File: src/hw/rtl/bankers_safety_and_request_defines.svh
// Assertion macros for the banker's block.
`ifndef BANKERS_SAFETY_AND_REQUEST_DEFINES_SVH
`define BANKERS_SAFETY_AND_REQUEST_DEFINES_SVH
`ifndef SYNTHESIS
`define BSR_ASSERT(label, clk, rst_n, prop, msg) \
    label: assert property (@(posedge clk) disable iff (!rst_n) prop) else $error(msg);
`define BSR_ASSERT_ALWAYS(label, clk, prop, msg) \
    label: assert property (@(posedge clk) prop) else $error(msg);
`else
`define BSR_ASSERT(label, clk, rst_n, prop, msg)
`define BSR_ASSERT_ALWAYS(label, clk, prop, msg)
`endif
`endif

File: src/hw/rtl/bsr_pkg.sv
// ----------------------------------------------------------------------------
// bsr_pkg
// Types and constants shared by the banker's safety and request block.
// ----------------------------------------------------------------------------
`default_nettype none
package bsr_pkg;
    localparam int MAX_PROCS  = 8;
    localparam int MAX_RES    = 4;
    localparam int COUNT_BITS = 8;
    localparam int WORK_BITS  = COUNT_BITS + 4;
    localparam int PW         = 3;
    localparam int RW         = 2;
    localparam int NCELLS     = MAX_PROCS * MAX_RES;
    localparam int CW         = 5;

    typedef enum logic [2:0] {
        OP_LOAD_ALLOC = 3'd0,
        OP_LOAD_MAX   = 3'd1,
        OP_LOAD_AVAIL = 3'd2,
        OP_SAFETY     = 3'd3,
        OP_REQUEST    = 3'd4
    } t_op;

    typedef enum logic [2:0] {
        ST_LOAD_OK   = 3'd0,
        ST_LOAD_BAD  = 3'd1,
        ST_SAFE      = 3'd2,
        ST_NOT_SAFE  = 3'd3,
        ST_GRANTED   = 3'd4,
        ST_OVER      = 3'd5,
        ST_WAIT      = 3'd6,
        ST_UNSAFE    = 3'd7
    } t_status;

    localparam logic [0:0] ADDR_PROCS = 1'b0;
    localparam logic [0:0] ADDR_RES   = 1'b1;

    typedef struct packed {
        logic [2:0] op;
        logic [2:0] proc_index;
        logic [1:0] res_index;
        logic [7:0] load_value;
        logic [7:0] req_units_0;
        logic [7:0] req_units_1;
        logic [7:0] req_units_2;
        logic [7:0] req_units_3;
    } t_in_item;

    typedef struct packed {
        logic [2:0] status;
        logic [2:0] seq_process;
        logic       last;
    } t_out_item;

    typedef struct packed {
        logic [3:0] np;
        logic [2:0] nr;
    } t_cfg;

    typedef enum logic [3:0] {
        S_IDLE, S_LOAD, S_RCHK, S_TRY, S_INIT, S_SCAN, S_ADD, S_PASS,
        S_EMIT, S_COMMIT, S_DONE
    } t_state;
endpackage
`default_nettype wire

File: src/hw/rtl/bsr_front.sv
// ----------------------------------------------------------------------------
// bsr_front
// Accepts requests, drops unknown ops, queues them for the engine.
// ----------------------------------------------------------------------------
`default_nettype none
`include "bankers_safety_and_request_defines.svh"
module bsr_front (
    input  wire                  i_clk,
    input  wire                  i_rst_n,
    input  wire                  i_push,
    input  bsr_pkg::t_in_item    i_item,
    output logic                 o_full,
    output logic                 o_valid,
    output bsr_pkg::t_in_item    o_item,
    input  wire                  i_take
);
    bsr_pkg::t_in_item r_q [2];
    logic       r_wp, n_wp, r_rp, n_rp;
    logic [1:0] r_cnt, n_cnt;
    logic       w_acc, w_known;

    assign o_full  = (r_cnt == 2'd2);
    assign w_acc   = i_push && !o_full;
    assign w_known = (i_item.op <= 3'(bsr_pkg::OP_REQUEST));
    assign o_valid = (r_cnt != 2'd0);
    assign o_item  = r_q[r_rp];

    always_comb begin
        n_wp  = r_wp;
        n_rp  = r_rp;
        n_cnt = r_cnt;
        if (w_acc && w_known) begin
            n_wp = !r_wp;
        end
        if (i_take && o_valid) begin
            n_rp = !r_rp;
        end
        n_cnt = r_cnt + 2'(w_acc && w_known) - 2'(i_take && o_valid);
    end

    always_ff @(posedge i_clk) begin
        if (!i_rst_n) begin
            r_wp  <= 1'b0;
            r_rp  <= 1'b0;
            r_cnt <= 2'd0;
        end else begin
            r_wp  <= n_wp;
            r_rp  <= n_rp;
            r_cnt <= n_cnt;
        end
    end

    always_ff @(posedge i_clk) begin
        if (w_acc && w_known) begin
            r_q[r_wp] <= i_item;
        end
    end

    `BSR_ASSERT(a_cnt_max, i_clk, i_rst_n, (r_cnt <= 2'd2), "queue count overflow")
    `BSR_ASSERT(a_take_valid, i_clk, i_rst_n, (i_take |-> o_valid), "take while empty")
    `BSR_ASSERT(a_ptr, i_clk, i_rst_n, ((r_cnt == 2'd0 || r_cnt == 2'd2) |-> (r_wp == r_rp)), "pointer mismatch")
endmodule
`default_nettype wire

File: src/hw/rtl/bsr_engine.sv
// ----------------------------------------------------------------------------
// bsr_engine
// Carries out loads, safety scans and requests; a scan checks one process row per cycle.
// ----------------------------------------------------------------------------
`default_nettype none
`include "bankers_safety_and_request_defines.svh"
module bsr_engine (
    input  wire                  i_clk,
    input  wire                  i_rst_n,
    input  bsr_pkg::t_cfg        i_cfg,
    input  wire                  i_valid,
    input  bsr_pkg::t_in_item    i_item,
    output logic                 o_take,
    input  wire                  i_pop,
    output logic                 o_empty,
    output bsr_pkg::t_out_item   o_res
);
    localparam int MP = bsr_pkg::MAX_PROCS;
    localparam int MR = bsr_pkg::MAX_RES;
    localparam int CB = bsr_pkg::COUNT_BITS;
    localparam int WB = bsr_pkg::WORK_BITS;

    logic [CB-1:0] r_alloc [MP][MR];
    logic [CB-1:0] r_need  [MP][MR];
    logic [CB-1:0] r_avail [MR];
    logic [CB-1:0] r_talloc [MR];
    logic [CB-1:0] r_tneed  [MR];
    logic [CB-1:0] r_tavail [MR];
    logic [WB-1:0] r_work [MR];
    logic [MP-1:0] r_fin;
    logic [2:0]    r_ord [MP];
    logic [3:0]    r_cnt;
    logic [2:0]    r_p;
    logic          r_found;
    logic          r_try;
    bsr_pkg::t_in_item r_it;
    bsr_pkg::t_state   r_st, n_st;

    logic          r_ov;
    logic [2:0]    r_dst;
    bsr_pkg::t_out_item r_out;

    logic [3:0] w_np;
    logic [2:0] w_nr;
    logic [CB-1:0] w_req [MR];
    logic [CB-1:0] w_rowa [MR];
    logic [CB-1:0] w_rown [MR];
    logic          w_fits, w_over, w_wait, w_lbad, w_slot;

    assign w_np = (i_cfg.np == 4'd0) ? 4'd1 : (i_cfg.np > 4'(MP)) ? 4'(MP) : i_cfg.np;
    assign w_nr = (i_cfg.nr == 3'd0) ? 3'd1 : (i_cfg.nr > 3'(MR)) ? 3'(MR) : i_cfg.nr;
    assign w_slot = !r_ov || i_pop;
    assign o_empty = !r_ov;
    assign o_res = r_out;

    always_comb begin
        w_req[0] = r_it.req_units_0;
        w_req[1] = r_it.req_units_1;
        w_req[2] = r_it.req_units_2;
        w_req[3] = r_it.req_units_3;
        for (int r = 0; r < MR; r++) begin
            if (r_try && r_p == r_it.proc_index) begin
                w_rowa[r] = r_talloc[r];
                w_rown[r] = r_tneed[r];
            end else begin
                w_rowa[r] = r_alloc[r_p][r];
                w_rown[r] = r_need[r_p][r];
            end
        end
        w_fits = !r_fin[r_p];
        w_over = 1'b0;
        w_wait = 1'b0;
        for (int r = 0; r < MR; r++) begin
            if (3'(r) < w_nr) begin
                if (WB'(w_rown[r]) > r_work[r]) w_fits = 1'b0;
                if (w_req[r] > r_need[r_it.proc_index][r]) w_over = 1'b1;
                if (w_req[r] > r_avail[r]) w_wait = 1'b1;
            end
        end
        if (4'(r_it.proc_index) >= w_np) w_over = 1'b1;
        w_lbad = (3'(r_it.res_index) >= w_nr) ||
                 (r_it.op != 3'(bsr_pkg::OP_LOAD_AVAIL) && 4'(r_it.proc_index) >= w_np) ||
                 (r_it.op == 3'(bsr_pkg::OP_LOAD_MAX) &&
                  r_it.load_value < r_alloc[r_it.proc_index][r_it.res_index]);
    end

    always_comb begin
        n_st = r_st;
        o_take = 1'b0;
        case (r_st)
            bsr_pkg::S_IDLE: begin
                if (i_valid) begin
                    o_take = 1'b1;
                    case (i_item.op)
                        3'(bsr_pkg::OP_SAFETY):  n_st = bsr_pkg::S_INIT;
                        3'(bsr_pkg::OP_REQUEST): n_st = bsr_pkg::S_RCHK;
                        default:                 n_st = bsr_pkg::S_LOAD;
                    endcase
                end
            end
            bsr_pkg::S_LOAD:   if (w_slot) n_st = bsr_pkg::S_IDLE;
            bsr_pkg::S_RCHK:   n_st = (w_over || w_wait) ? bsr_pkg::S_DONE : bsr_pkg::S_TRY;
            bsr_pkg::S_TRY:    n_st = bsr_pkg::S_INIT;
            bsr_pkg::S_INIT:   n_st = bsr_pkg::S_SCAN;
            bsr_pkg::S_SCAN: begin
                if (4'(r_cnt) == w_np) n_st = r_try ? bsr_pkg::S_COMMIT : bsr_pkg::S_EMIT;
                else if (4'(r_p) + 4'd1 == w_np) n_st = bsr_pkg::S_PASS;
            end
            bsr_pkg::S_PASS:   n_st = r_found ? bsr_pkg::S_SCAN : bsr_pkg::S_DONE;
            bsr_pkg::S_EMIT:   if (w_slot && 4'(r_p) + 4'd1 == w_np) n_st = bsr_pkg::S_IDLE;
            bsr_pkg::S_COMMIT: n_st = bsr_pkg::S_DONE;
            bsr_pkg::S_DONE:   if (w_slot) n_st = bsr_pkg::S_IDLE;
            default:           n_st = bsr_pkg::S_IDLE;
        endcase
    end

    always_ff @(posedge i_clk) begin
        if (!i_rst_n) begin
            r_st <= bsr_pkg::S_IDLE;
            r_ov <= 1'b0;
            r_fin <= '0;
            for (int p = 0; p < MP; p++) begin
                for (int r = 0; r < MR; r++) begin
                    r_alloc[p][r] <= '0;
                    r_need[p][r]  <= '0;
                end
            end
            for (int r = 0; r < MR; r++) begin
                r_avail[r] <= '0;
                r_work[r]  <= '0;
            end
        end else begin
            r_st <= n_st;
            if (i_pop && r_ov) r_ov <= 1'b0;
            case (r_st)
                bsr_pkg::S_IDLE: begin
                    r_it  <= i_item;
                    r_try <= 1'b0;
                end
                bsr_pkg::S_LOAD: begin
                    if (w_slot) begin
                        r_ov  <= 1'b1;
                        r_out <= '{status: w_lbad ? 3'(bsr_pkg::ST_LOAD_BAD)
                                                 : 3'(bsr_pkg::ST_LOAD_OK),
                                   seq_process: 3'd0, last: 1'b1};
                        if (!w_lbad) begin
                            case (r_it.op)
                                3'(bsr_pkg::OP_LOAD_ALLOC):
                                    r_alloc[r_it.proc_index][r_it.res_index] <= r_it.load_value;
                                3'(bsr_pkg::OP_LOAD_MAX):
                                    r_need[r_it.proc_index][r_it.res_index] <= r_it.load_value -
                                        r_alloc[r_it.proc_index][r_it.res_index];
                                default: r_avail[r_it.res_index] <= r_it.load_value;
                            endcase
                        end
                    end
                end
                bsr_pkg::S_RCHK: begin
                    r_dst <= w_over ? 3'(bsr_pkg::ST_OVER) : 3'(bsr_pkg::ST_WAIT);
                end
                bsr_pkg::S_TRY: begin
                    r_try <= 1'b1;
                    for (int r = 0; r < MR; r++) begin
                        if (3'(r) < w_nr) begin
                            r_tavail[r] <= r_avail[r] - w_req[r];
                            r_tneed[r]  <= r_need[r_it.proc_index][r] - w_req[r];
                            if ({1'b0, r_alloc[r_it.proc_index][r]} + {1'b0, w_req[r]} >
                                {1'b0, {CB{1'b1}}})
                                r_talloc[r] <= {CB{1'b1}};
                            else
                                r_talloc[r] <= r_alloc[r_it.proc_index][r] + w_req[r];
                        end else begin
                            r_tavail[r] <= r_avail[r];
                            r_tneed[r]  <= r_need[r_it.proc_index][r];
                            r_talloc[r] <= r_alloc[r_it.proc_index][r];
                        end
                    end
                end
                bsr_pkg::S_INIT: begin
                    r_fin   <= '0;
                    r_cnt   <= '0;
                    r_p     <= '0;
                    r_found <= 1'b0;
                    for (int r = 0; r < MR; r++) begin
                        if (3'(r) >= w_nr) r_work[r] <= '0;
                        else if (r_try) r_work[r] <= WB'(r_tavail[r]);
                        else r_work[r] <= WB'(r_avail[r]);
                    end
                end
                bsr_pkg::S_SCAN, bsr_pkg::S_PASS: begin
                    if (4'(r_cnt) != w_np) begin
                        if (w_fits && r_st == bsr_pkg::S_SCAN) begin
                            for (int r = 0; r < MR; r++) begin
                                if (3'(r) < w_nr) begin
                                    if ({1'b0, r_work[r]} + (WB+1)'(w_rowa[r]) >
                                        (WB+1)'({WB{1'b1}}))
                                        r_work[r] <= {WB{1'b1}};
                                    else
                                        r_work[r] <= r_work[r] + WB'(w_rowa[r]);
                                end
                            end
                            r_fin[r_p] <= 1'b1;
                            r_ord[r_cnt[2:0]] <= r_p;
                            r_cnt <= r_cnt + 4'd1;
                        end
                        if (r_st == bsr_pkg::S_PASS) begin
                            r_p <= '0;
                            r_found <= 1'b0;
                        end else begin
                            r_p <= r_p + 3'd1;
                            r_found <= r_found || w_fits;
                        end
                    end else begin
                        r_p <= '0;
                    end
                    r_dst <= r_try ? 3'(bsr_pkg::ST_UNSAFE) : 3'(bsr_pkg::ST_NOT_SAFE);
                end
                bsr_pkg::S_EMIT: begin
                    if (w_slot) begin
                        r_ov  <= 1'b1;
                        r_out <= '{status: 3'(bsr_pkg::ST_SAFE), seq_process: r_ord[r_p],
                                   last: (4'(r_p) + 4'd1 == w_np)};
                        r_p <= r_p + 3'd1;
                    end
                end
                bsr_pkg::S_COMMIT: begin
                    for (int r = 0; r < MR; r++) begin
                        r_alloc[r_it.proc_index][r] <= r_talloc[r];
                        r_need[r_it.proc_index][r]  <= r_tneed[r];
                        r_avail[r] <= r_tavail[r];
                    end
                    r_dst <= 3'(bsr_pkg::ST_GRANTED);
                end
                bsr_pkg::S_DONE: begin
                    if (w_slot) begin
                        r_ov  <= 1'b1;
                        r_out <= '{status: r_dst, seq_process: 3'd0, last: 1'b1};
                    end
                end
                default: ;
            endcase
        end
    end

    `BSR_ASSERT(a_take_idle, i_clk, i_rst_n, (o_take |-> (r_st == bsr_pkg::S_IDLE)), "take outside idle")
    `BSR_ASSERT(a_cnt_range, i_clk, i_rst_n, ((r_st == bsr_pkg::S_SCAN) |-> (r_cnt <= 4'(MP))), "scan count overrun")
    `BSR_ASSERT(a_out_hold, i_clk, i_rst_n, ((r_ov && !i_pop) |=> r_ov), "result dropped")
    `BSR_ASSERT(a_commit, i_clk, i_rst_n, ((r_st == bsr_pkg::S_COMMIT) |-> r_try), "commit without trial")
endmodule
`default_nettype wire

File: src/hw/rtl/bankers_safety_and_request.sv
// ----------------------------------------------------------------------------
// bankers_safety_and_request
// Banker's algorithm: table loads, safety scan and checked resource requests.
// ----------------------------------------------------------------------------
// channel   direction  handshake          payload
// request   in         i_push / o_full    i_item  (t_in_item)
// result    out        i_pop / o_empty    o_res   (t_out_item)
// config    in         APB, pready high   pwdata, paddr[2]
// A safety check walks one process row per cycle over up to N passes of N
// rows; if safe, the safety op emits the sequence, one result per process. A
// two-entry queue decouples the input. Reset is synchronous; tables clear at once.
// A stalled result holds the engine.
`default_nettype none
module bankers_safety_and_request (
    input  wire                  i_clk,
    input  wire                  i_rst_n,
    input  wire                  i_push,
    input  bsr_pkg::t_in_item    i_item,
    output logic                 o_full,
    input  wire                  i_pop,
    output logic                 o_empty,
    output bsr_pkg::t_out_item   o_res,
    input  wire                  psel,
    input  wire                  penable,
    input  wire                  pwrite,
    input  wire  [2:0]           paddr,
    input  wire  [31:0]          pwdata,
    output logic [31:0]          prdata,
    output logic                 pready
);
    bsr_pkg::t_cfg     r_cfg;
    bsr_pkg::t_in_item w_qitem;
    logic              w_qvalid, w_take;

    assign pready = 1'b1;
    assign prdata = (paddr[2] == bsr_pkg::ADDR_RES) ? {29'd0, r_cfg.nr} : {28'd0, r_cfg.np};

    always_ff @(posedge i_clk) begin
        if (!i_rst_n) begin
            r_cfg.np <= 4'd8;
            r_cfg.nr <= 3'd4;
        end else if (psel && penable && pwrite) begin
            if (paddr[2] == bsr_pkg::ADDR_PROCS && paddr[1:0] == 2'd0) r_cfg.np <= pwdata[3:0];
            if (paddr[2] == bsr_pkg::ADDR_RES && paddr[1:0] == 2'd0)   r_cfg.nr <= pwdata[2:0];
        end
    end

    bsr_front u_front (
        .i_clk(i_clk), .i_rst_n(i_rst_n), .i_push(i_push), .i_item(i_item),
        .o_full(o_full), .o_valid(w_qvalid), .o_item(w_qitem), .i_take(w_take)
    );

    bsr_engine u_engine (
        .i_clk(i_clk), .i_rst_n(i_rst_n), .i_cfg(r_cfg), .i_valid(w_qvalid),
        .i_item(w_qitem), .o_take(w_take), .i_pop(i_pop), .o_empty(o_empty),
        .o_res(o_res)
    );
endmodule
`default_nettype wire
File: config.mk
export PLATFORM = sky130hd
export DESIGN_NAME = bankers_safety_and_request
export DESIGN_NICKNAME = d
export VERILOG_FILES = /design/src/hw/rtl/bsr_pkg.sv /design/src/hw/rtl/bsr_front.sv /design/src/hw/rtl/bsr_engine.sv /design/src/hw/rtl/bankers_safety_and_request.sv
export VERILOG_INCLUDE_DIRS = /design/src /design/src/hw/rtl
export SDC_FILE = /design/constraint.sdc
export NUM_CORES = 2
export LEC_CHECK = 0
export BUFFER_PORTS_ARGS = -buffer_cell sky130_fd_sc_hd__buf_2
export CORE_ASPECT_RATIO = 0.75
export CORE_MARGIN = 10
export CORE_UTILIZATION = 45
export CTS_BUF_LIST = sky130_fd_sc_hd__clkbuf_16
export DETAILED_ROUTE_END_ITERATION = 12
export GPL_TIMING_DRIVEN = 0
export PLACE_DENSITY_LB_ADDON = 0.15
export SLEW_MARGIN = 20
export SYNTH_ARGS = -nofsm -noshare
export SYNTH_HDL_FRONTEND = slang
export SYNTH_SLANG_ARGS = --single-unit
File: constraint.sdc
create_clock -name i_clk -period 6.7 [get_ports i_clk]
set_input_delay 0.335 -clock i_clk [delete_from_list [all_inputs] [get_ports i_clk]]
set_output_delay 0.335 -clock i_clk [all_outputs]
set_load 0.005 [all_outputs]
== Word-level counts from Yosys, hierarchy flattened ==
Memories as Yosys holds them, arrays and structs flattened. A register that Yosys moved wholly into a read port is not among the register bits.
Cells that the tools add are included.

* Muxes and demuxes: 411
* Reductions and logical operators: 54
* Equal/unequal tests: 27
* Add/subtract/negate cells: 30
* $lt $le $gt $ge: 38
* Bitwise operators: 107

{| class="wikitable"
|+ Operator list
! cell !! count
|-
| 2-to-1 mux 1 bit || 308
|-
| 2-to-1 mux 8 bit || 34
|-
| 2-to-1 mux 12 bit || 20
|-
| 2-to-1 mux 32 bit || 6
|-
| bitwise OR 1 bit || 104
|-
| subtractor 8 bit || 9
|-
| greater-than comparator 8 bit || 8
|-
| OR reduction 32 bit || 2
|-
| adder 12 x 8 -> 13 bit || 4
|-
| greater-than comparator 13 x 12 -> 1 bit (second input constant) || 4
|-
| adder 12 x 8 -> 12 bit || 4
|-
| greater-than comparator 8 x 12 -> 1 bit || 4
|-
| 2-to-1 mux 4 bit || 12
|-
| 2-to-1 mux 3 bit || 13
|-
| adder 8 x 8 -> 9 bit || 4
|-
| greater-than comparator 9 x 8 -> 1 bit (second input constant) || 4
|-
| one-hot mux 4 bit (9 select lines) || 1
|-
| adder 8 bit || 4
|-
| 2-to-1 mux 7 bit || 3
|-
| one-hot mux 7 bit (3 select lines) || 1
|-
| one-hot mux 3 bit (3 select lines) || 2
|-
| binary-select mux 8 bit (select 2 bit) || 1
|-
| demux 8 bit (select 2 bit) || 1
|-
| one-hot mux 8 bit (2 select lines) || 1
|-
| other kinds (58) || 113
|}

* RAM bits: 808
* Flip-flop bits (word level): 91
* Input port bits: 90
* Memories: 9
* Logic and storage cells: 700
* Output and inout bits: 42

{| class="wikitable"
|+ Memories
! name !! words !! bits a word !! rd ports !! clocked after Yosys merged registers in !! wr ports !! line !! text
|-
| u_engine.r_alloc || 8 || 32 || 2 || 2 || 8 || bsr_engine.sv:23 || <nowiki>logic [CB-1:0] r_alloc [MP][MR];</nowiki>
|-
| u_engine.r_need || 8 || 32 || 2 || 2 || 8 || bsr_engine.sv:24 || <nowiki>logic [CB-1:0] r_need [MP][MR];</nowiki>
|-
| u_front.r_q || 2 || 48 || 1 || 1 || 1 || bsr_front.sv:17 || <nowiki>bsr_pkg::t_in_item r_q [2];</nowiki>
|-
| u_engine.r_work || 4 || 12 || 4 || 0 || 4 || bsr_engine.sv:29 || <nowiki>logic [WB-1:0] r_work [MR];</nowiki>
|-
| u_engine.r_avail || 4 || 8 || 4 || 0 || 4 || bsr_engine.sv:25 || <nowiki>logic [CB-1:0] r_avail [MR];</nowiki>
|-
| u_engine.r_talloc || 4 || 8 || 4 || 0 || 4 || bsr_engine.sv:26 || <nowiki>logic [CB-1:0] r_talloc [MR];</nowiki>
|-
| +3 memories || n/a || n/a || n/a || n/a || n/a || n/a ||
|}

== Logic depth before layout (Yosys ltp) ==
* Depth after elaboration: 20
* Depth in mapped cells: 19
* Depth with buffers taken out: 15

== Modules after synthesis ==
From an unflattened synthesis, not the netlist that was laid out.

* Cells, all modules: 3964
* Area total of the unflattened synthesis: 49946.7 µm²

{| class="wikitable"
|+ Modules (own cells, without submodules)
! module !! cells an instance !! area an instance (µm²) !! instances !! sequential area each (µm²)
|-
| bsr_engine || 3721 || 45548.7 || 1 || 23652.7
|-
| bsr_front || 177 || 3798.6 || 1 || 2982.9
|-
| bankers_safety_and_request || 66 || 599.3 || 1 || 140.1
|}

== Worst setup path after synthesis ==
No wires, ideal clock.

* Path kind: register to register
* From: register (tool-made name)
* To: memory u_engine.r_need[0][0] (netlist name), enable pin
* Required time: 6.371 ns
* Clock period less this slack: 5.108 ns
* Setup slack: 1.592 ns
* Setup time: 0.329 ns
* Arrival: 4.779 ns
* Stages on the path, launching flop included: 15
* Cells stage by stage: dfxtp_1 > clkbuf_1 > mux4_2 > mux2_2 > mux4_2 > ha_1 > fa_1 > nor2b_1 > o21ai_1 > a21boi_1 > o21a_1 > o41ai_4 > o41ai_4 > nand2_4 > nand2_1

{| class="wikitable"
|+ RTL lines
! item !! line
|-
| end, declared || bsr_engine.sv:24
|}

==> out/results.txt <==
synth warn -> 0
Synth area leaders -> edfxtp_1 52%, mux4_2 12%, nor2_1 5.7%
Synth Cell Area -> 0.0494 mm²
fin crit period -> 6.46 ns
Pwr Total -> 22.8 mW
crit-path cells -> clkbuf_2 > clkbuf_2 > clkbuf_2 > mux4_2 > mux2i_1 > nand2_1 > a31oi_1 > ha_1 > nor2b_1 > o21ai_1 > a21boi_1 > o21a_1 > o41ai_4 > buf_12 > o41ai_4 > buf_6 > nand2_4 > nand2_1
clk slew on worst S/H paths -> 0.06 ns
setup violators final -> 0
Multi-input gate area -> 0.0215 mm²
Startpoint Class -> flop
synthesis-to-finish area growth -> 13.0%
routed vias -> 35500
Num CTS Buffers -> 92
Hold Crit Class -> in -> reg
Crit path max-delay family -> buffers and inverters
CP bufs+invs -> 5
die extent in y -> 307 µm
drt total wl -> 177000 µm
period utilization -> 0.963
CP max stage cell -> o41ai_4
CP Data Required Time -> 7.04 ns
Power Density -> 407 mW/mm²
root buf cell -> clkbuf_16
DRT Pass-1 Iters -> 5
WL/cell -> 31.0 µm
CTS tree -> done
DR iter-0 viols -> 4600
share of layout cells above drive strength 1 -> 0.184
Critical Path Max Stage Delay -> 0.71 ns
number of global-route vias before repair -> 33900
maxcap violations -> 0
clk_lat worst skew -> 0.71 ns
Yosys top cell area share -> 0.524
worst hold start -> i_pop
RSZ-0062 raised after global routing -> no
H-tree level count -> 3
worst r2r path cells -> 18
Reg2Reg Setup Slack -> 0.24 ns
largest net degree at the start of global routing -> 59
Place WS -> -0.876 ns
gp weighted congestion -> 0.983
clk_skew -> 0.0346 ns
Synth area leader -> edfxtp_1
Routed Antenna Nets -> 0
register area share after synthesis -> 0.542
final worst slack -> 0.245 ns
Gate Count Post-Synth -> 3923
Post-route DRC -> 0
grt total ovfl -> 0
Worst Tran Pin Value -> 1.29 ns
Unique masters post-synth -> 83
FF/Latch Area -> 0.0268 mm²
Fin Setup TNS -> 0 ns
Die W -> 403 µm
I/O Buffers -> 74
global-route wire length before repair -> 249000 µm
clock buffer depth -> 3
largest fanout on the critical path -> 10
hpwl dp -> 134000 µm
WS Path Type -> reg -> reg
Initial Utilization -> 0.453
initial antenna violation count -> 8
worst hold slack -> 0.0726 ns
clock sink count -> 906
Max Fclk -> 0.155 GHz
final net count -> 4484
CP Data Arrival Time -> 6.79 ns
Avg Cell Area, Syn -> 12.6 µm²
Via-to-Cell Ratio -> 6.21
leading cell type in the layout, fill and taps excluded -> edfxtp_1
Leakage -> 21.5 nW
Filler Cells Inserted -> 9543
highest ir drop seen on vdd -> 0.327 mV
Hold Crit Depth -> 3
I/O Pins -> 132
GRT Total Usage -> 0.281
Hold EP -> u_engine.r_ov$_SDFF_PN0_
Max-slew headroom -> 0.135
commonest non-fill, non-tap cells in the layout -> 863 x edfxtp_1, 748 x nor2_1, 265 x mux4_2
Max Slew Vio Count -> 0
CORE AREA -> 0.109 mm²
Fin. Hold Viols -> 0
Crit Reg-Reg Endpoint -> u_engine.r_need[6][15]$_SDFFCE_PN0P_
status -> finished clean
Yosys reg bits -> 906
die area -> 0.124 mm²
Most common cell on crit path -> clkbuf_2
Async SR Flop Fraction -> 0
dominant synthesized flop cell -> edfxtp_1
row count -> 105
crit end category -> flop
EDFF count, synth -> 863
[kinds of logic after synthesis]
family | count (synthesis) | share of synthesized area
AO/OA/AOI/OAI | 632 | 0.0805
XOR/XNOR | 84 | 0.0149
adder cells (fa/ha/maj) | 194 | 0.0517
buffers and inverters | 350 | 0.0294
flip-flops | 906 | 0.542
multiplexers | 491 | 0.169
other | 2 | 0.000152
AND/OR/NAND/NOR | 1264 | 0.113
[layout make-up]
| cell class | instances | area share |
|---|---|---|
| Sequential cell | 906 | 0.479 |
| Multi-Input combinational cell | 2694 | 0.385 |
| Clock buffer | 94 | 0.0421 |
| Tap cell | 1444 | 0.0323 |
| Timing Repair Buffer | 159 | 0.0252 |
| Buffer | 204 | 0.0181 |
| Inverter | 143 | 0.00970 |
| Clock inverter | 76 | 0.00842 |
| Antenna cell | 1 | 0.0000448 |
[Yosys cell counts, drive strengths merged, types with 10 or more instances]
cell / n
nand2b: 35
buf: 77
mux2: 101
and2: 13
nor3: 44
a21o: 22
a22oi: 11
o21ai: 131
mux2i: 125
ha: 177
and3: 21
nor3b: 11
nor2: 755
o211ai: 10
xor2: 39
nand2: 267
dfxtp: 43
o21a: 33
a211oi: 23
nand3: 27
o31ai: 15
inv: 143
a31oi: 16
a22o: 32
or3: 12
nor2b: 39
a21oi: 257
nor4: 13
fa: 17
mux4: 265
edfxtp: 863
o22a: 10
clkbuf: 130
xnor2: 45
[state kept, by name, summed over array words and instances, names as in the netlist, 48 cells and up, named ones only]
signal,count
u_engine.r_alloc,256
u_engine.r_it,48
u_engine.r_need,256
u_engine.r_work,48
u_front.r_q,96
[power breakdown]
part           total (mW)  leakage, nW  internal [mW]  switching (mW)
clock                5.02         1.48           2.70            2.32
sequential           7.19         9.01           6.75           0.434
combinational        10.6         11.0           3.62            6.93
total                22.8         21.5           13.1            9.69
[worst max-delay path by stage]
stage | startpoint | end | slack (ns) | cells past startpoint
after global routing | u_engine.r_p[1]$_DFFE_PP_ | u_engine.r_ord[4][2]$_DFFE_PP_ | 0.04 | 17
after detailed placement | flop | u_engine.r_work[3][2]$_DFFE_PP_ | -0.88 | 16
after floorplan | flop | u_engine.r_need[0][0]$_SDFFCE_PN0P_ | 1.59 | 14
final | flop | u_engine.r_need[6][15]$_SDFFCE_PN0P_ | 0.24 | 18
after global placement | i_rst_n | u_engine.r_talloc[1][1]$_DFFE_PP_ | -1.29 | 8
after CTS | flop | u_engine.r_need[7][20]$_SDFFCE_PN0P_ | 0.04 | 18
[routing by layer]
| metal | part of all wire | routed length, µm | vias to the layer above | track usage |
|---|---|---|---|---|
| met4 | 0.033 | 5790 | 8 | 0.0859 |
| li1 | - | - | 15300 | - |
| met3 | 0.13 | 23600 | 292 | 0.112 |
| met5 | 0.00028 | 50 | - | 0 |
| met2 | 0.42 | 74900 | 1928 | 0.405 |
| met1 | 0.41 | 72900 | 18000 | 0.388 |
[worst min-delay path, cell delays in order]
cell and delay, ns:
buf_2 0.07, nand2b_1 0.20, a21oi_1 0.10
[repair_timing]
action | in CTS | in global routing
setup buffers | 1 | 5
pin swaps | 1 | 3
resized for setup | 29 | 19
hold buffers | 52 | 0
setup endpoints to repair | 628 | 317
hold endpoints to repair | 103 | 0
[through the flow]
| step | util | std cells | instance area (µm²) |
|---|---|---|---|
| global route | 0.512 | 5720 | 55900 |
| global placement | 0.474 | 5468 | 51700 |
| detailed placement | 0.479 | 5495 | 52300 |
| CTS | 0.511 | 5715 | 55800 |
| finish | 0.512 | 5721 | 55900 |
| floorplan | - | 3950 | 49500 |
No activity file was read; power rests on OpenSTA's default activity.
